===== config.mk =====
export PLATFORM = sky130hd
export DESIGN_NAME = ocfi_ctrl
export DESIGN_NICKNAME = d
export VERILOG_FILES = /design/src/design/octree_node_find_or_insert_assert.svh /design/src/design/ocfi_pkg.sv /design/src/design/ocfi_ctrl.sv
export SDC_FILE = /design/constraint.sdc
export NUM_CORES = 1
export LEC_CHECK = 0
export BUFFER_PORTS_ARGS = -buffer_cell sky130_fd_sc_hd__buf_2
export CAP_MARGIN = 20
export CORE_AREA = 2 2 39 41
export CTS_CLUSTER_DIAMETER = 50
export DETAILED_ROUTE_END_ITERATION = 6
export DIE_AREA = 0 0 41 43
export HOLD_SLACK_MARGIN = 0.06
export PLACE_DENSITY = 0.68
export SYNTH_ARGS = -nofsm -noshare
export SYNTH_HDL_FRONTEND = slang
export SYNTH_SLANG_ARGS = --single-unit

===== constraint.sdc =====
create_clock -name clock -period 1.19 [get_ports clock]
set_input_delay 0.0595 -clock clock [delete_from_list [all_inputs] [get_ports clock]]
set_output_delay 0.0595 -clock clock [all_outputs]
set_load 0.03 [all_outputs]

===== src/design/octree_node_find_or_insert_assert.svh =====
// ----------------------------------------------------------------------------
// octree node find-or-insert assertion macros
// Concurrent assertion shorthands used by the datapath; they compile
// to nothing when ASSERT_OFF is defined.
// ----------------------------------------------------------------------------
`ifndef OCTREE_NODE_FIND_OR_INSERT_ASSERT_SVH
`define OCTREE_NODE_FIND_OR_INSERT_ASSERT_SVH

`ifndef ASSERT_OFF

// same-cycle implication
`define OCFI_ASSERT_IMPL(label, clk, rst, ante, cons) \
   label: assert property (@(posedge clk) disable iff (rst) (ante) |-> (cons)) \
      else $error("ocfi assertion failed: same-cycle implication");

// next-cycle implication
`define OCFI_ASSERT_NEXT(label, clk, rst, ante, cons) \
   label: assert property (@(posedge clk) disable iff (rst) (ante) |=> (cons)) \
      else $error("ocfi assertion failed: next-cycle implication");

`else

`define OCFI_ASSERT_IMPL(label, clk, rst, ante, cons)
`define OCFI_ASSERT_NEXT(label, clk, rst, ante, cons)

`endif

`endif


===== src/design/ocfi_pkg.sv =====
// ----------------------------------------------------------------------------
// ocfi_pkg
// Types, constants and codes shared by the octree find-or-insert block.
// ----------------------------------------------------------------------------
package ocfi_pkg;

   // node pool and tree shape
   localparam int POOL_NODES = 4096;
   localparam int MAX_LEVELS = 16;
   localparam int NODE_W     = $clog2(POOL_NODES);
   localparam int COUNT_W    = $clog2(POOL_NODES + 1);
   localparam int OCTANTS    = 8;
   localparam int OCT_W      = 3;

   // field widths
   localparam int COORD_W    = 32;
   localparam int EXTENT_W   = 31;
   localparam int REL_W      = COORD_W + 1;
   localparam int LEVEL_W    = 4;
   localparam int STATUS_W   = 2;

   // configuration port
   localparam int CSR_INDEX_W = 3;
   localparam int CSR_DATA_W  = 32;

   typedef enum logic [STATUS_W-1:0] {
      ST_OK     = 2'd0,
      ST_BELOW  = 2'd1,
      ST_BEYOND = 2'd2,
      ST_FULL   = 2'd3
   } status_type;

   typedef enum logic [CSR_INDEX_W-1:0] {
      REG_ORIGIN_X = 3'd0,
      REG_ORIGIN_Y = 3'd1,
      REG_ORIGIN_Z = 3'd2,
      REG_EXTENT_X = 3'd3,
      REG_EXTENT_Y = 3'd4,
      REG_EXTENT_Z = 3'd5
   } csr_reg_type;

   typedef struct packed {
      logic signed [COORD_W-1:0] origin_x;
      logic signed [COORD_W-1:0] origin_y;
      logic signed [COORD_W-1:0] origin_z;
      logic [EXTENT_W-1:0]       extent_x;
      logic [EXTENT_W-1:0]       extent_y;
      logic [EXTENT_W-1:0]       extent_z;
   } cfg_type;

   // one memory row holds the eight child links of a node
   typedef logic [OCTANTS-1:0][NODE_W-1:0] row_type;

   typedef enum logic [2:0] {
      S_INIT,
      S_IDLE,
      S_CHECK,
      S_STEP,
      S_EVAL,
      S_LINK,
      S_SPAWN,
      S_RESULT
   } ctrl_state_type;

   // controller to datapath
   typedef struct packed {
      logic       capture;
      logic       row0_clear;
      logic       walk_init;
      logic       step;
      logic       follow;
      logic       link;
      logic       spawn;
      logic       level_inc;
      logic       emit;
      status_type emit_status;
   } dp_cmd_type;

   // datapath to controller
   typedef struct packed {
      logic is_clear;
      logic below;
      logic beyond;
      logic hit;
      logic pool_full;
      logic last_level;
      logic out_free;
   } dp_status_type;

endpackage


===== src/design/ocfi_ctrl.sv =====
// ----------------------------------------------------------------------------
// ocfi_ctrl
// Sequencer for the walk: bounds check, per-level lookup, child allocation,
// root row clears and hand-off to the response register.
// ----------------------------------------------------------------------------
module ocfi_ctrl (
   input  logic                    clock,
   input  logic                    reset,
   input  logic                    req_valid,
   output logic                    req_ready,
   input  ocfi_pkg::dp_status_type st,
   output ocfi_pkg::dp_cmd_type    cmd
);
   import ocfi_pkg::*;

   ctrl_state_type state_ff, state_in;
   status_type     result_ff, result_in;

   // next state and result code
   always_comb begin
      state_in  = state_ff;
      result_in = result_ff;
      unique case (state_ff)
         S_INIT: begin
            state_in = S_IDLE;
         end
         S_IDLE: begin
            if (req_valid) begin
               state_in = S_CHECK;
            end
         end
         S_CHECK: begin
            priority if (st.is_clear) begin
               state_in  = S_RESULT;
               result_in = ST_OK;
            end else if (st.below) begin
               state_in  = S_RESULT;
               result_in = ST_BELOW;
            end else if (st.beyond) begin
               state_in  = S_RESULT;
               result_in = ST_BEYOND;
            end else begin
               state_in = S_STEP;
            end
         end
         S_STEP: begin
            state_in = S_EVAL;
         end
         S_EVAL: begin
            priority if (st.hit && st.last_level) begin
               state_in  = S_RESULT;
               result_in = ST_OK;
            end else if (st.hit) begin
               state_in = S_STEP;
            end else if (st.pool_full) begin
               state_in  = S_RESULT;
               result_in = ST_FULL;
            end else begin
               state_in = S_LINK;
            end
         end
         S_LINK: begin
            state_in = S_SPAWN;
         end
         S_SPAWN: begin
            if (st.last_level) begin
               state_in  = S_RESULT;
               result_in = ST_OK;
            end else begin
               state_in = S_STEP;
            end
         end
         S_RESULT: begin
            if (st.out_free) begin
               state_in = S_IDLE;
            end
         end
         default: state_in = S_INIT;
      endcase
   end

   // datapath commands
   always_comb begin
      cmd             = '0;
      cmd.emit_status = result_ff;
      req_ready       = 1'b0;
      unique case (state_ff)
         S_INIT: begin
            cmd.row0_clear = 1'b1;
         end
         S_IDLE: begin
            req_ready   = 1'b1;
            cmd.capture = req_valid;
         end
         S_CHECK: begin
            if (st.is_clear) begin
               cmd.row0_clear = 1'b1;
            end else if (!st.below && !st.beyond) begin
               cmd.walk_init = 1'b1;
            end
         end
         S_STEP: begin
            cmd.step = 1'b1;
         end
         S_EVAL: begin
            if (st.hit) begin
               cmd.follow    = 1'b1;
               cmd.level_inc = !st.last_level;
            end
         end
         S_LINK: begin
            cmd.link = 1'b1;
         end
         S_SPAWN: begin
            cmd.spawn     = 1'b1;
            cmd.level_inc = !st.last_level;
         end
         S_RESULT: begin
            cmd.emit = st.out_free;
         end
         default: cmd = '0;
      endcase
   end

   // state registers
   always_ff @(posedge clock) begin
      if (reset) begin
         state_ff  <= S_INIT;
         result_ff <= ST_OK;
      end else begin
         state_ff  <= state_in;
         result_ff <= result_in;
      end
   end

endmodule


After elaboration in Yosys (flattened, before gate mapping)
Index checks and enable logic that the tools add are counted.
{"block": "word_totals", "register_bits": 5, "inputBits": 10, "output_inout_bits": 12, "wordCells": 57}
{"block": "classes", "n_eq_ne": 13, "mux": 33, "n_reduce_logical": 9}
{"cell": "$mux W3", "n": 8}
{"cell": "$pmux W3 S8", "n": 1}
{"cell": "$mux W2", "n": 8}
{"cell": "$mux W1", "n": 13}
{"cell": "$eq A3 B3 Y1 const B", "n": 4}
{"cell": "$eq A3 B2 Y1 const B", "n": 2}
{"cell": "$ne A2 B2 Y1 const B", "n": 3}
{"cell": "$ne A3 B3 Y1 const B", "n": 2}
{"cell": "$pmux W2 S3", "n": 1}
{"cell": "$reduce_and A5 Y1", "n": 1}
{"cell": "$ne A4 B4 Y1 const B", "n": 1}
{"cell": "$pmux W1 S2", "n": 2}
{"cell": "$eq A3 B1 Y1 const B", "n": 1}
{"cell": "$logic_not A1 Y1", "n": 3}
{"cell": "$logic_not A3 Y1", "n": 1}
{"cell": "$reduce_bool A3 Y1", "n": 1}
{"cell": "$logic_and A1 B1 Y1", "n": 2}
{"cell": "$reduce_and A2 Y1", "n": 1}

Longest topological paths before layout
{"block": "depth", "word_depth": 5, "mapped_depth": 5, "ltp_nobuf": 4}

Worst setup path before layout
OpenSTA, ideal clock, no wires.
{"block": "synth_timing", "kind": "reg2out", "startpoint": "reg state_ff[2]", "endpoint": "out cmd[10] (netlist name)", "arrival_ns": 1.640, "required_ns": 1.131, "slack_ns": -0.509, "stages_incl_launch_ff": 4, "path_buffers": 1, "cell_sequence": "dfxtp_1 > buf_2 > nor3_1 > and2_1"}
{"item": "start, declared", "line": "ocfi_ctrl.sv:16", "rtl": "ctrl_state_type state_ff, state_in;"}
{"item": "start signal, assigned", "line": "ocfi_ctrl.sv:131", "rtl": "state_ff <= state_in;"}
{"item": "end, declared", "line": "ocfi_ctrl.sv:12", "rtl": "output ocfi_pkg::dp_cmd_type cmd"}

==> key figures <==
Setup path
  • Slowest stage delay, CP: 0.36 ns
  • R2R depth: 4
  • Bufs and invs on worst path: 1
  • Cells along the critical path: or2b_1 > nor3b_2 > buf_4
  • Critical path's top delay family: simple AND/OR/NAND/NOR gates
  • R2r endpoint: result_ff[0]$_SDFFE_PP0P_
  • Worst EP arrival: 1.21 ns
  • Critical Path RT: 1.13 ns
  • FF-to-FF setup slack: 0.02 ns
  • Setup CP Type: register to primary output
  • Crit path launch type: register
  • Worst Path Max Fanout: 6
  • R2r startpoint: state_ff[2]$_SDFFE_PP0P_
  • Critical Path Slowest Stage Cell: dfxtp_4
  • Crit. End Element: primary output

Clocking
  • CTS Buf Count: 3
  • CTS root buf: clkbuf_4
  • CTS clk-pin slew, worst paths: 0.05 ns
  • Num Clock Sinks: 5
  • Clk_lat worst skew: 0.24 ns
  • CTS tree: done
  • Clk buf depth: 2
  • H-tree lvl count: 1

Synthesis
  • Ranking of synthesized cells by area: dfxtp_1, nor2_1, nor3_1
  • Most instantiated cells after synthesis: nor2_1, dfxtp_1, nor3_1, a21oi_1
  • Mapped Area: 428 um^2
  • Netlist cell types: 30
  • Synthesized flop and latch total: 5
  • Net Count, Synth: 63
  • Cell count after synthesis: 53
  • Cell taking the most area after synthesis: dfxtp_1
  • Top cell type's share of synthesized area: 23.4%
  • Top-count cell post-synth: nor2_1
  • Post-synth ARST share: 0%
  • Register area share after synthesis: 23.4%
  • Ys flop type: dfxtp_1
  • YS warnings: 0
  • Number of enable flip-flop cells after synthesis: 0
  • Mean post-synth cell area: 8.07 um^2

STA
  • Final min period: 1.27 ns
  • Slack of the critical path: -0.0764 ns
  • Final Max Slew Viols: 0
  • Worst slew pin tran: 0.256 ns
  • Clock Skew: 0.00432 ns
  • Setup Viol. Count Final: 5
  • RSZ-0062 raised after global routing: true
  • FMAX: 0.790 GHz
  • Relative slew slack: 82.9%
  • Period utilization: 106%
  • Final hold vios: 0

Floorplan
  • Core box area: 1380 um^2
  • Die area: 1760 um^2
  • Die X: 41 um
  • Starting density of the core: 30.9%
  • Height of the die: 43 um
  • Total I/O pin count: 22
  • Core Rows: 14

Routing
  • Drt wl/cell: 11.9 um
  • Vias: 507
  • 1st-iter DRT viols: 2
  • Post-route DRC: 0
  • Antenna viol nets, final: 0
  • WL final: 1.18 mm
  • Vias/cell: 5.12
  • Drt first pass iters: 4

Place
  • Place WS: 0.00576 ns
  • Placed cells: 93
  • Dpl hpwl: 904 um
  • Dpl cell area: 592 um^2
  • Routability cong.: 0.732
  • IO Port Bufs: 21

Run
  • Max cap viols: 0

Cells and area
  • Share of layout cells above drive strength 1: 59.0%
  • Multi-input gate area: 335 um^2
  • Nets: 94
  • Area growth syn-to-layout: 65.8%
  • Reg area: 109 um^2
  • Fillers: 147
  • Number of diodes: 0
  • Fin area: 709 um^2
  • Final Non-Filler Cells: 99

Global route
  • Global Route Usage Sum: 14.2%
  • Largest net degree at the start of global routing: 14
  • Global-route wire length before repair: 1.73 mm
  • Grt ovf: 0
  • Number of global-route vias before repair: 435
  • Antenna violations before repair: 0

Status
  • Failing checks: setup timing
  • Outcome: finished, violations left

Worst hold path
  • Hold Path End: state_ff[0]$_SDFFE_PP0P_
  • Hold Path Origin: req_valid
  • Worst min path class: input pin to register
  • Hold path depth: 3

Pwr
  • Maximum vdd ir drop: 0.000544 V
  • Pwr/cell area: 1240 nW/um^2
  • Total power: 879 uW
  • P_leak: 0.000293 uW
state kept, by name (all words and copies together), names as in the netlist:
| signal | flops |
|---|---|
| result_ff | 2 |
| state_ff | 3 |
power breakdown:
group / switching, uW / internal (uW)
clock: 72.8 / 127
combinational: 249 / 209
sequential: 25.3 / 197
total: 347 / 532
worst max-delay path by stage:
stage	start	to	slack [ns]	cells after the start
2_1_floorplan	state_ff[2]$_SDFFE_PP0P_	cmd[10]	-0.21	3
3_3_place_gp	state_ff[1]$_SDFFE_PP0P_	result_ff[0]$_SDFFE_PP0P_	0.05	4
3_5_place_dp	state_ff[1]$_SDFFE_PP0P_	result_ff[0]$_SDFFE_PP0P_	0.006	5
4_1_cts	state_ff[2]$_SDFFE_PP0P_	cmd[10]	-0.09	4
5_1_grt	state_ff[1]$_SDFFE_PP0P_	cmd[6]	-0.14	3
6_report	state_ff[1]$_SDFFE_PP0P_	cmd[6]	-0.08	3
metal layers:
layer / share of wire, % / track usage (%) / wire, um / vias to the layer above
met3: 6.0 / 4.71 / 71 / 0
met5: 0 / 0 / 0 / -
li1: - / - / - / 261
met2: 50 / 20.6 / 586 / 19
met1: 44 / 18.3 / 520 / 227
met4: 0 / 6.00 / 0 / 0
per-stage QoR:
| step | hold WS, ns | TNS (ns) | util [%] |
|---|---|---|---|
| final | 0.126 | -0.178 | 51.3 |
| after global routing | 0.136 | -0.763 | 51.3 |
| after CTS | 0.129 | -0.411 | 48.0 |
| after detailed placement | 0.291 | 0 | 42.8 |
| after global placement | 0.293 | 0 | 42.8 |
| after floorplan | 0.129 | -0.215 | - |
what timing repair did:
| action | in CTS | in global routing |
|---|---|---|
| hold endpoints to repair | 5 | 0 |
| hold buffers | 1 | 0 |
| gates resized for setup | 15 | 13 |
| pin swaps | 2 | 4 |
| endpoints found under the setup margin | 9 | 13 |
| buffers inserted | 0 | 1 |
worst reg2reg max path: stages (launching register included):
cell and delay [ns]:
dfxtp_2 0.33, nand2b_1 0.20, o21a_1 0.26, a211oi_2 0.21
nor3_1 0.06
cell type report:
cell class	count	share of cell area, %
inverters	2	1.06
flip-flops and latches	5	15.3
repair buffers	29	29.8
clock buffers	4	3.70
well taps	16	2.82
multi-input cells	43	47.3
logic make-up (layout without fill, tap and decap cells):
| kind of cell | after synthesis | after routing | share of synthesized area, % |
|---|---|---|---|
| simple gates | 25 | 25 | 33.9 |
| buf+inv | 5 | 35 | 6.72 |
| compound gates | 18 | 18 | 36.0 |
| flops | 5 | 5 | 23.4 |
cell usage in the layout, fill, tap and decap left out:
master,synthesis,layout
dlygate4sd3_1,0,1
a21oi_1,3,3
and2_4,0,1
nor2_4,0,1
or2b_1,2,2
nand2_1,2,2
and3_2,1,1
o21bai_2,1,1
clkbuf_4,0,3
a31oi_1,2,2
dfxtp_4,0,2
o21ai_0,1,1
buf_6,1,5
inv_2,1,2
nor3_1,5,3
dfxtp_1,5,2
clkbuf_1,0,1
nor3_2,0,1
buf_4,0,12
or3_1,1,1
nor3_4,1,2
nand3b_1,1,1
a221oi_2,1,1
a311oi_1,1,1
nor2b_1,1,1
a211oi_1,2,2
o21a_1,2,2
a211oi_2,1,1
o2bb2ai_2,1,1
o31a_1,1,1
dfxtp_2,0,1
nor3b_2,0,2
nor2_1,7,6
nand2b_1,1,1
buf_2,2,11
o211ai_1,1,1
o22ai_2,1,1
(Power assumes the default switching activity.)
