**config.mk**
```make
export PLATFORM = sky130hd
export DESIGN_NAME = ocfi_csr
export DESIGN_NICKNAME = d
export VERILOG_FILES = /design/src/design/octree_node_find_or_insert_assert.svh /design/src/design/ocfi_pkg.sv /design/src/design/ocfi_csr.sv
export SDC_FILE = /design/constraint.sdc
export NUM_CORES = 1
export LEC_CHECK = 0
export BUFFER_PORTS_ARGS = -buffer_cell sky130_fd_sc_hd__clkbuf_2
export CORE_UTILIZATION = 30
export DETAILED_ROUTE_END_ITERATION = 6
export GPL_ROUTABILITY_DRIVEN = 0
export PLACE_DENSITY = 0.49
export SYNTH_ARGS = -nofsm -noshare
export SYNTH_HDL_FRONTEND = slang
export SYNTH_SLANG_ARGS = --single-unit
```
**constraint.sdc**
```tcl
create_clock -name clock -period 1.1 [get_ports clock]
set_input_delay 0.055 -clock clock [delete_from_list [all_inputs] [get_ports clock]]
set_output_delay 0.055 -clock clock [all_outputs]
set_load 0.05 [all_outputs]
```
**src/design/octree_node_find_or_insert_assert.svh**
```systemverilog
// ----------------------------------------------------------------------------
// octree node find-or-insert assertion macros
// Concurrent assertion shorthands used by the datapath; they compile
// to nothing when ASSERT_OFF is defined.
// ----------------------------------------------------------------------------
`ifndef OCTREE_NODE_FIND_OR_INSERT_ASSERT_SVH
`define OCTREE_NODE_FIND_OR_INSERT_ASSERT_SVH

`ifndef ASSERT_OFF

// same-cycle implication
`define OCFI_ASSERT_IMPL(label, clk, rst, ante, cons) \
   label: assert property (@(posedge clk) disable iff (rst) (ante) |-> (cons)) \
      else $error("ocfi assertion failed: same-cycle implication");

// next-cycle implication
`define OCFI_ASSERT_NEXT(label, clk, rst, ante, cons) \
   label: assert property (@(posedge clk) disable iff (rst) (ante) |=> (cons)) \
      else $error("ocfi assertion failed: next-cycle implication");

`else

`define OCFI_ASSERT_IMPL(label, clk, rst, ante, cons)
`define OCFI_ASSERT_NEXT(label, clk, rst, ante, cons)

`endif

`endif

```
**src/design/ocfi_pkg.sv**
```systemverilog
// ----------------------------------------------------------------------------
// ocfi_pkg
// Types, constants and codes shared by the octree find-or-insert block.
// ----------------------------------------------------------------------------
package ocfi_pkg;

   // node pool and tree shape
   localparam int POOL_NODES = 4096;
   localparam int MAX_LEVELS = 16;
   localparam int NODE_W     = $clog2(POOL_NODES);
   localparam int COUNT_W    = $clog2(POOL_NODES + 1);
   localparam int OCTANTS    = 8;
   localparam int OCT_W      = 3;

   // field widths
   localparam int COORD_W    = 32;
   localparam int EXTENT_W   = 31;
   localparam int REL_W      = COORD_W + 1;
   localparam int LEVEL_W    = 4;
   localparam int STATUS_W   = 2;

   // configuration port
   localparam int CSR_INDEX_W = 3;
   localparam int CSR_DATA_W  = 32;

   typedef enum logic [STATUS_W-1:0] {
      ST_OK     = 2'd0,
      ST_BELOW  = 2'd1,
      ST_BEYOND = 2'd2,
      ST_FULL   = 2'd3
   } status_type;

   typedef enum logic [CSR_INDEX_W-1:0] {
      REG_ORIGIN_X = 3'd0,
      REG_ORIGIN_Y = 3'd1,
      REG_ORIGIN_Z = 3'd2,
      REG_EXTENT_X = 3'd3,
      REG_EXTENT_Y = 3'd4,
      REG_EXTENT_Z = 3'd5
   } csr_reg_type;

   typedef struct packed {
      logic signed [COORD_W-1:0] origin_x;
      logic signed [COORD_W-1:0] origin_y;
      logic signed [COORD_W-1:0] origin_z;
      logic [EXTENT_W-1:0]       extent_x;
      logic [EXTENT_W-1:0]       extent_y;
      logic [EXTENT_W-1:0]       extent_z;
   } cfg_type;

   // one memory row holds the eight child links of a node
   typedef logic [OCTANTS-1:0][NODE_W-1:0] row_type;

   typedef enum logic [2:0] {
      S_INIT,
      S_IDLE,
      S_CHECK,
      S_STEP,
      S_EVAL,
      S_LINK,
      S_SPAWN,
      S_RESULT
   } ctrl_state_type;

   // controller to datapath
   typedef struct packed {
      logic       capture;
      logic       row0_clear;
      logic       walk_init;
      logic       step;
      logic       follow;
      logic       link;
      logic       spawn;
      logic       level_inc;
      logic       emit;
      status_type emit_status;
   } dp_cmd_type;

   // datapath to controller
   typedef struct packed {
      logic is_clear;
      logic below;
      logic beyond;
      logic hit;
      logic pool_full;
      logic last_level;
      logic out_free;
   } dp_status_type;

endpackage

```
**src/design/ocfi_csr.sv**
```systemverilog
// ----------------------------------------------------------------------------
// ocfi_csr
// Tree origin and extent registers, written through the plain write port.
// ----------------------------------------------------------------------------
module ocfi_csr (
   input  logic                                 clock,
   input  logic                                 reset,
   input  logic                                 csr_wr_en,
   input  logic [ocfi_pkg::CSR_INDEX_W-1:0]     csr_index,
   input  logic [ocfi_pkg::CSR_DATA_W-1:0]      csr_wdata,
   output ocfi_pkg::cfg_type                    cfg
);
   import ocfi_pkg::*;

   cfg_type cfg_ff;
   cfg_type cfg_in;

   // register write decode, unknown indexes are dropped
   always_comb begin
      cfg_in = cfg_ff;
      if (csr_wr_en) begin
         unique case (csr_reg_type'(csr_index))
            REG_ORIGIN_X: cfg_in.origin_x = $signed(csr_wdata[COORD_W-1:0]);
            REG_ORIGIN_Y: cfg_in.origin_y = $signed(csr_wdata[COORD_W-1:0]);
            REG_ORIGIN_Z: cfg_in.origin_z = $signed(csr_wdata[COORD_W-1:0]);
            REG_EXTENT_X: cfg_in.extent_x = csr_wdata[EXTENT_W-1:0];
            REG_EXTENT_Y: cfg_in.extent_y = csr_wdata[EXTENT_W-1:0];
            REG_EXTENT_Z: cfg_in.extent_z = csr_wdata[EXTENT_W-1:0];
            default: cfg_in = cfg_ff;
         endcase
      end
   end

   // unit cube at the origin after reset
   always_ff @(posedge clock) begin
      if (reset) begin
         cfg_ff.origin_x <= '0;
         cfg_ff.origin_y <= '0;
         cfg_ff.origin_z <= '0;
         cfg_ff.extent_x <= EXTENT_W'(65536);
         cfg_ff.extent_y <= EXTENT_W'(65536);
         cfg_ff.extent_z <= EXTENT_W'(65536);
      end else begin
         cfg_ff <= cfg_in;
      end
   end

   assign cfg = cfg_ff;

endmodule

```
Yosys cells after proc, flatten, opt, wreduce, memory -nomap -nowiden
Index checks and enable logic that the tools add are counted.
{"block": "classes", "reduce_logical": 7, "n_eq_ne": 5}
{"cell": "$reduce_and A2 Y1", "n": 6}
{"cell": "$eq A3 B2 Y1 const B", "n": 2}
{"cell": "$eq A3 B3 Y1 const B", "n": 2}
{"cell": "$eq A3 B1 Y1 const B", "n": 1}
{"cell": "$logic_not A3 Y1", "n": 1}
{"block": "totals", "wordCells": 18, "reg_bits": 189, "in_bits": 38, "output_inout_bits": 189}

Depth between registers and ports, before layout
Gate-level depths: netlist of run 1.
{"block": "depth", "depth_word": 2, "depth_mapped": 5, "mapped_depth_nobuf": 2}

Worst setup path after synthesis of run 1
No wires, ideal clock.
{"block": "synth_path", "kind": "in2reg", "start": "input csr_index[0] (netlist bit)", "end": "register cfg_ff, in the netlist cfg[178]", "n_path_buf": 3, "path_slack_ps": -97, "t_arrival_ps": 1073, "required_ps": 976, "cell_stages": 5, "path_cell_list": "buf_2 -> or4b_4 -> buf_6 -> buf_6 -> mux2i_1"}
{"block": "synth_via", "elab_chain_cells": 2}
{"item": "start: declaration", "line": "ocfi_csr.sv:9", "text": "input logic [ocfi_pkg::CSR_INDEX_W-1:0] csr_index,"}
{"item": "$logic_not A3 Y1", "line": "ocfi_csr.sv:22", "text": "unique case (csr_reg_type'(csr_index))"}
{"item": "$reduce_and A2 Y1 (no line)"}
{"item": "end signal: assignment", "line": "ocfi_csr.sv:44", "text": "cfg_ff <= cfg_in;"}
{"item": "end: declaration", "line": "ocfi_csr.sv:15", "text": "cfg_type cfg_ff;"}
Every way passes these cells.
A chain may end at the register's enable or synchronous reset.

Worst setup path after layout of run 1
{"block": "layout_path", "start": "register cfg_ff, in the netlist cfg[64]", "end": "output cfg[64] (netlist bit)"}
{"item": "end: declaration", "line": "ocfi_csr.sv:11", "text": "output ocfi_pkg::cfg_type cfg"}
No word-level cell between the ends.

==> results of run 1 <==
timing repair:
action,in CTS,in global routing
resized for setup,196,100
hold endpoints to repair,15,0
endpoints found under the setup margin,189,98
gates cloned,0,0
pin swaps,0,0
hold buffers,4,0
area by class of cell:
class / instances / area, um^2
Sequential cell: 189 / 3785
Fill cell: 2308 / 13420
Multi-Input combinational cell: 419 / 3401
Tap cell: 319 / 399.1
Clock buffer: 20 / 456.7
Timing Repair Buffer: 276 / 2168
Clock inverter: 12 / 125.1
worst min path at each step:
stage               cells after the start  slack [ns]                    end
floorplan                               2        0.24   cfg[16]$_SDFFE_PP1P_
global placement                        3        0.38   cfg[78]$_SDFFE_PP1P_
detailed placement                      3        0.38   cfg[16]$_SDFFE_PP1P_
CTS                                     4       0.007  cfg[114]$_SDFFE_PP0P_
global route                            4        0.02  cfg[114]$_SDFFE_PP0P_
finish                                  4        0.02   cfg[93]$_SDFFE_PP0P_
power by group:
group	internal (mW)	leakage, nW	switching (mW)	total, mW
combinational	0.648	3.34	1.04	1.69
sequential	6.99	1.53	0.0819	7.07
clock	3.31	0.282	2.86	6.17
layer usage:
layer / part of all wire / track usage
met3: 0.093 / 0.06369
met2: 0.43 / 0.2460
met5: 0 / 0
met1: 0.46 / 0.2060
met4: 0.012 / 0.04396
cell families (layout without fill, tap and decap cells):
group	after synthesis	count (layout)	synth area share
and+or+nand+nor	230	230	0.1992
buffers and inverters	47	308	0.02926
DFF	189	189	0.5144
muxes	189	189	0.2572
metrics by stage:
stage	std cells	TNS [ns]	area (um^2)	power, mW
2_1_floorplan	655	-0.3133	7372	8.293
3_3_place_gp	1199	-3.342	9188	8.833
3_5_place_dp	1199	-3.992	9188	8.830
4_1_cts	1235	0	10330	15.18
5_1_grt	1235	0	10330	15.56
6_report	1235	0	10330	14.93
layout by cell type (no fill, tap or decap), drive strengths merged, types with 2 or more instances in the layout:
master       synthesis  final
nor2                 4      4
mux2i              189    189
clkinv               0      3
clkinvlp             0      2
clkbuf              26    148
inv                  0      6
dlygate4sd3          0      4
nand4bb              3      3
buf                 21    144
nand2b             218    218
dfxtp              189    189
nand4b               2      2
==> run summary, run 1 <==
The maximum number of pins on one net before global-route repair came out at 32. Clock tree synthesis found a total of 189 sinks. The remaining antenna violation count is 0, and the detail-routed via count per cell is 4.334. Synthesis produced a netlist whose cell count is 655. The total of buffers placed on input and output ports was 226. For the pin with the worst max-slew slack, the measured transition is 0.4378 ns. The worst ir drop on vdd was 0.0007503 V. The synthesized netlist occupies a cell area of 0.007356 mm^2. The run gives 4 as the number of H-tree branching levels.

The reg2reg setup slack came out at 0.48 ns. The first global-routing pass estimated 30,520 um of wire. Based on the critical path, the design can be clocked at up to 0.9348 GHz. The critical path depth in cells was 1. OpenSTA, run right after detailed placement, puts the worst setup slack at -0.1124 ns. Summed over all instances, the cell type with the most area after synthesis is sky130_fd_sc_hd__dfxtp_1. The tightest hold path in the finished design has a slack of 0.02405 ns. The count of final hold-check violations is 0. The data arrival time of the critical path is 1.01 ns, and the post-synthesis to final-layout area growth is 40.50%. For this design the top-level I/O count stands at 227. The tools report the relative slew slack as 0.7074.

Number of max-slew violations in the final report: 0. The most critical setup path has its startpoint at cfg[64]$_SDFFE_PP0P_. Startpoint class of the critical path: a flip-flop. The routed length per instance is 16.20 um.

The count of buffering cells on the critical path with inverters included is 1. Power spread over the standard cell area amounts to 1445 mW/mm^2. Subtracting the final worst setup slack from the clock period gives 1.070 ns. The worst register-to-register path has a depth of 2. From left edge to right edge, the die measures 158.6 um. Sorting the synthesized cells by area gives the leading types as sky130_fd_sc_hd__dfxtp_1 51%, sky130_fd_sc_hd__mux2i_1 26%, sky130_fd_sc_hd__nand2b_1 19%.

Before antenna repair, the detailed router went through 4 iterations. Required time at the worst-slack endpoint: 1.04 ns. Y dimension of the die: 158.6 um. Capturing point of the worst reg2reg path: cfg[113]$_SDFFE_PP0P_.

The analysis attributes to cell leakage a power of 5.153 nW. The total overflow left after global routing is 0. The nature of the critical path endpoint was an output pin. The number of warnings reported in the yosys synthesis log came out at 0. The share of synthesized area occupied by flip-flops and latches came out at 0.5144.

For this run, the leading register cell type out of synthesis is sky130_fd_sc_hd__dfxtp_1. Among cell families on the critical path, the largest total delay comes from flip-flops. The total core area is 0.02375 mm^2. The tools report the total global-route track usage as 0.1600. TritonCTS built the clock tree. The clock root buffer is sky130_fd_sc_hd__clkbuf_16. The path class of the tightest hold or removal check is in -> reg. The most common cell in the synthesized netlist was sky130_fd_sc_hd__nand2b_1. Clock-pin slew was measured on the worst setup and hold paths at 0.07 ns. The synthesized design contains 0 enable-type register cells. Setup violations remaining at the end of the flow were counted as 0. The starting density of the core came out at 0.3097.

Across all layers, the routed design uses 5,352 vias. The run finished with clean final reports. The number of buffers created by CTS came out at 17.

The number of cell rows was 56. The tools report the source of the worst hold timing path as csr_wdata[0]. The start-to-end type of the worst setup path is reg -> out. After detailed routing, the total wire length is 20,010 um. The tools report the end point of the critical path as cfg[64]. The run gives 2 as the maximum number of buffers from clock root to sink.

The signal on the critical path passes through clkbuf_4. Once detailed placement completed, the half-perimeter wirelength came to 13,700 um. The core occupancy in the finished layout is 0.4351. Post-layout net count: 941. The die covers 0.02515 mm^2.

The largest single stage delay on the critical path is 0.35 ns. The fraction of layout cells with a size suffix above 1 came out at 0.3384. The number of design rule violations left after detail routing came out at 0. Sorting the synthesized cells by how often they occur yields 218 x sky130_fd_sc_hd__nand2b_1, 189 x sky130_fd_sc_hd__dfxtp_1, 189 x sky130_fd_sc_hd__mux2i_1. The clock reaches the later pin of the worst-skew pair after 0.42 ns.

Across the run, the number of max-cap violations was 0. The netlist uses 12 different library cells. Setup repair after global routing left no endpoint under its margin.

For the final database, setup skew stands at 0 ns. Number of synthesized register bits: 189. The cell with the biggest individual delay on the critical path was sky130_fd_sc_hd__dfxtp_1. The tools report the net count after synthesis as 693. The portion of the clock cycle consumed by the worst path in the final layout is 0.9725. After the first detailed-routing iteration, the DRC count stood at 217.

Startpoint of the worst-slack reg-to-reg timing path: cfg[113]$_SDFFE_PP0P_. The top-area cell type share of the netlist area came out at 0.5144. The logs give 0 for the number of buffers added for setup after CTS and 5,348 for the number of global-route vias before repair. The synthesized area per cell was 11.23 um^2; the largest driver fanout on the critical path was 2.

For the worst-case setup margin in the final layout, the log shows 0.03029 ns. For the number of antenna violations at the first check in global routing, the log shows 0. The register with the most flip-flops in the layout has 189 of them. Post-synthesis async set-or-reset flop share: 0. For the antenna cell count, the log shows 0.
No activity file was read; power rests on OpenSTA's default activity.
==> inputs of run 2 (changes only) <==
RECOVER_POWER = 25   (was default)
==> run 2 against run 1 <==
Core utilization decreased by 0.51 points; non-clock buffer count did not move; combinational power hardly changed; worst setup slack worse by 0.0027 ns; critical path type unchanged; largest power group unchanged; first-iteration DRC count rose by 0.46%; clock skew stayed put; sequential power is essentially flat; design area shrank 1.2%; wire length grew 0.17%; register-to-register slack about the same.
==> run summary, run 2 (synthesized netlist as in run 1, its figures left out) <==
The run finished with clean final reports. The total number of clock tree sinks came out at 189 (unchanged). Start-to-end type of the worst setup path: reg -> out (unchanged). The detailed-route via count came out at 5,352 (unchanged). For the overall die area, the log shows 0.02515 mm^2 (unchanged). The post-layout net count was 941 (unchanged).

The total of buffers placed on input and output ports is 226 (unchanged), and the hold path depth is 4 (unchanged). The cell family contributing the most delay on the critical path was flip-flops (unchanged). The number of cells traversed by the worst register-to-register path was 2 (unchanged).

TritonCTS built the clock tree. Number of global-route vias before repair: 5,348 (unchanged). Path type of the worst min-delay path: in -> reg (unchanged).

The slew at the pin closest to its max-slew limit is 0.5733 ns (was 0.4378 ns), and the worst ir drop on vdd is 0.0007474 V (was 0.0007503 V). The logs give 0.3097 (unchanged) for the starting density of the core and 0 (unchanged) for the number of design rule violations left after detail routing. The detail-routed via count per cell is 4.334 (unchanged).

The maximum number of buffers from clock root to sink is 2 (unchanged), and the flip-flop count of the largest register, all copies and words added is 189 (unchanged). The run gives 17 (unchanged) as the number of buffers created by CTS. The number of buffers added for setup after CTS is 0 (unchanged), and the antenna cell count is 0 (unchanged). Number of detailed-route iterations in the first pass: 4 (unchanged).

The tools report the hold path endpoint as cfg[93]$_SDFFE_PP0P_ (unchanged). The run gives 0.02375 mm^2 (unchanged) as the total core area. The run gives 0 (unchanged) as the number of endpoints failing setup at the final stage.

Clock tree skew after final layout: 0 ns (unchanged). The tools report the remaining antenna violation count as 0 (unchanged). For the data arrival time of the critical path, the log shows 1.02 ns (was 1.01 ns). The fraction of layout cells with a size suffix above 1 works out to 0.3330 (was 0.3384).

The y dimension of the die came out at 158.6 um (unchanged). The clock root buffer was sky130_fd_sc_hd__clkbuf_16 (unchanged). The clock transition at the register clock pins on the worst setup and hold paths after CTS works out to 0.07 ns (about the same). Highest-count cells in the layout ignoring fill and taps: 218 x sky130_fd_sc_hd__nand2b_1, 189 x sky130_fd_sc_hd__mux2i_1, 188 x sky130_fd_sc_hd__dfxtp_1 (unchanged).

The count of buffering cells on the critical path with inverters included came out at 1 (unchanged). The tools report the clock latency of the later-clocked register in the worst-skew pair as 0.42 ns (about the same). The power density of the placed cells is 1459 mW/mm^2 (was 1445 mW/mm^2), and the I/O pin count is 227 (unchanged). The half-perimeter wire length of the detailed placement result is 13,700 um (unchanged), and the portion of the clock cycle consumed by the worst path in the final layout is 0.9749 (was 0.9725). The maximum number of pins on one net before global-route repair is 32 (unchanged), and the routed length per instance is 16.23 um (was 16.20 um).

Final-layout fill cell count: 2,324 (was 2,308). The number of antenna violations at the first check in global routing was 0 (unchanged). The die extent in x was 158.6 um (unchanged); the wire length of the first global-routing pass was 30,520 um (unchanged).

The core occupancy in the finished layout was 0.4300 (was 0.4351); the relative slew slack was 0.6178 (was 0.7074). The reg2reg setup slack was 0.48 ns (about the same). The source of the worst hold timing path was csr_wdata[0] (unchanged). Critical path cell sequence: clkbuf_4 (unchanged). The remaining global-route overflow was 0 (unchanged). The capturing point of the worst reg2reg path was cfg[113]$_SDFFE_PP0P_ (unchanged). The count of final hold-check violations is 0 (unchanged).

Setup repair after global routing left no endpoint under its margin. The minimum clock period after layout is 1.072 ns (was 1.070 ns). The tools report the nature of the critical path endpoint as an output pin (unchanged).

The leading cell type in the layout, fill and taps excluded was sky130_fd_sc_hd__nand2b_1 (unchanged). The number of cell rows is 56 (unchanged), and the largest driver fanout on the critical path is 2 (unchanged). The DRC violation total after the first TritonRoute iteration was 218 (was 217); the number of max-cap violations was 0 (unchanged). The cell with the biggest individual delay on the critical path was sky130_fd_sc_hd__dfxtp_1 (unchanged).

The total power of the final layout is 14.91 mW (was 14.93 mW), and the number of H-tree branching levels is 4 (unchanged). The leakage power total is 5.103 nW (was 5.153 nW), and the peak per-stage delay on the critical path is 0.35 ns (about the same). The post-synthesis to final-layout area growth was 38.85% (was 40.50%).

Number of max-slew violations in the final report: 0 (unchanged). The tools report the total length of routed wires as 20,050 um (was 20,010 um). The startpoint class of the critical path is a flip-flop (unchanged). The run gives 1.04 ns (about the same) as the required time at the worst-slack endpoint. The tools report the startpoint of the worst-slack reg-to-reg timing path as cfg[113]$_SDFFE_PP0P_ (unchanged). The total global-route track usage was 0.1600 (unchanged).

The upper clock frequency limit came out at 0.9325 GHz (was 0.9348 GHz).
run 2: cell count changes in the layout (fill, tap and decap cells not counted), sizes merged:
cell    before  now
buf        144  133
clkbuf     148  159
run 2: metrics by stage:
step | TNS [ns] | worst slack, ns | hold slack (ns) | cells | instance area (um^2)
5_1_grt | 0 | 0.0002114 | 0.02435 | 1235 | 10210
3_5_place_dp | -3.992 | -0.1124 | 0.3780 | 1199 | 9188
3_3_place_gp | -3.342 | -0.09052 | 0.3768 | 1199 | 9188
2_1_floorplan | -0.3133 | -0.03133 | 0.2359 | 655 | 7372
6_report | 0 | 0.02760 | 0.02162 | 1235 | 10210
4_1_cts | 0 | 0.0001150 | 0.006550 | 1235 | 10330
run 2: per-layer routing:
| metal | vias to the layer above | share of wire | routed length (um) | track usage |
|---|---|---|---|---|
| li1 | 2672 | - | - | - |
| met1 | 2500 | 0.47 | 9428 | 0.2060 |
| met2 | 163 | 0.42 | 8510 | 0.2460 |
| met3 | 17 | 0.093 | 1865 | 0.06369 |
| met4 | 0 | 0.012 | 242 | 0.04396 |
| met5 | - | 0 | 0 | 0 |
run 2: worst max-delay path by stage:
stage                          startpoint                    end  slack (ns)  cells after the start
detailed placement           csr_index[1]  cfg[171]$_SDFFE_PP0P_       -0.11                      4
floorplan                    csr_index[0]  cfg[178]$_SDFFE_PP0P_       -0.03                      5
global route        cfg[168]$_SDFFE_PP0P_               cfg[168]      0.0002                      1
CTS                 cfg[112]$_SDFFE_PP0P_               cfg[112]      0.0001                      1
finish               cfg[64]$_SDFFE_PP0P_                cfg[64]        0.03                      1
global placement             csr_index[1]  cfg[164]$_SDFFE_PP0P_       -0.09                      4
run 2: cell type report:
cell class                      instances  area (um^2)  share of cell area
Tap cell                              319        399.1             0.03908
Sequential cell                       189         3785              0.3706
Timing Repair Buffer                  276         2074              0.2031
Clock inverter                         12        125.1             0.01225
Clock buffer                           20        456.7             0.04471
Multi-Input combinational cell        419         3373              0.3303
run 2: power breakdown:
| group | internal (mW) | switching [mW] | total, mW |
|---|---|---|---|
| Combinational | 0.624 | 1.03 | 1.66 |
| Clock | 3.31 | 2.87 | 6.18 |
| Sequential | 6.99 | 0.0820 | 7.07 |
run 2: what timing repair did:
item                                    CTS  global route
endpoints found under the setup margin  189            98
hold buffers                              4             0
hold endpoints to repair                 15             0
gates resized for setup                 196           100
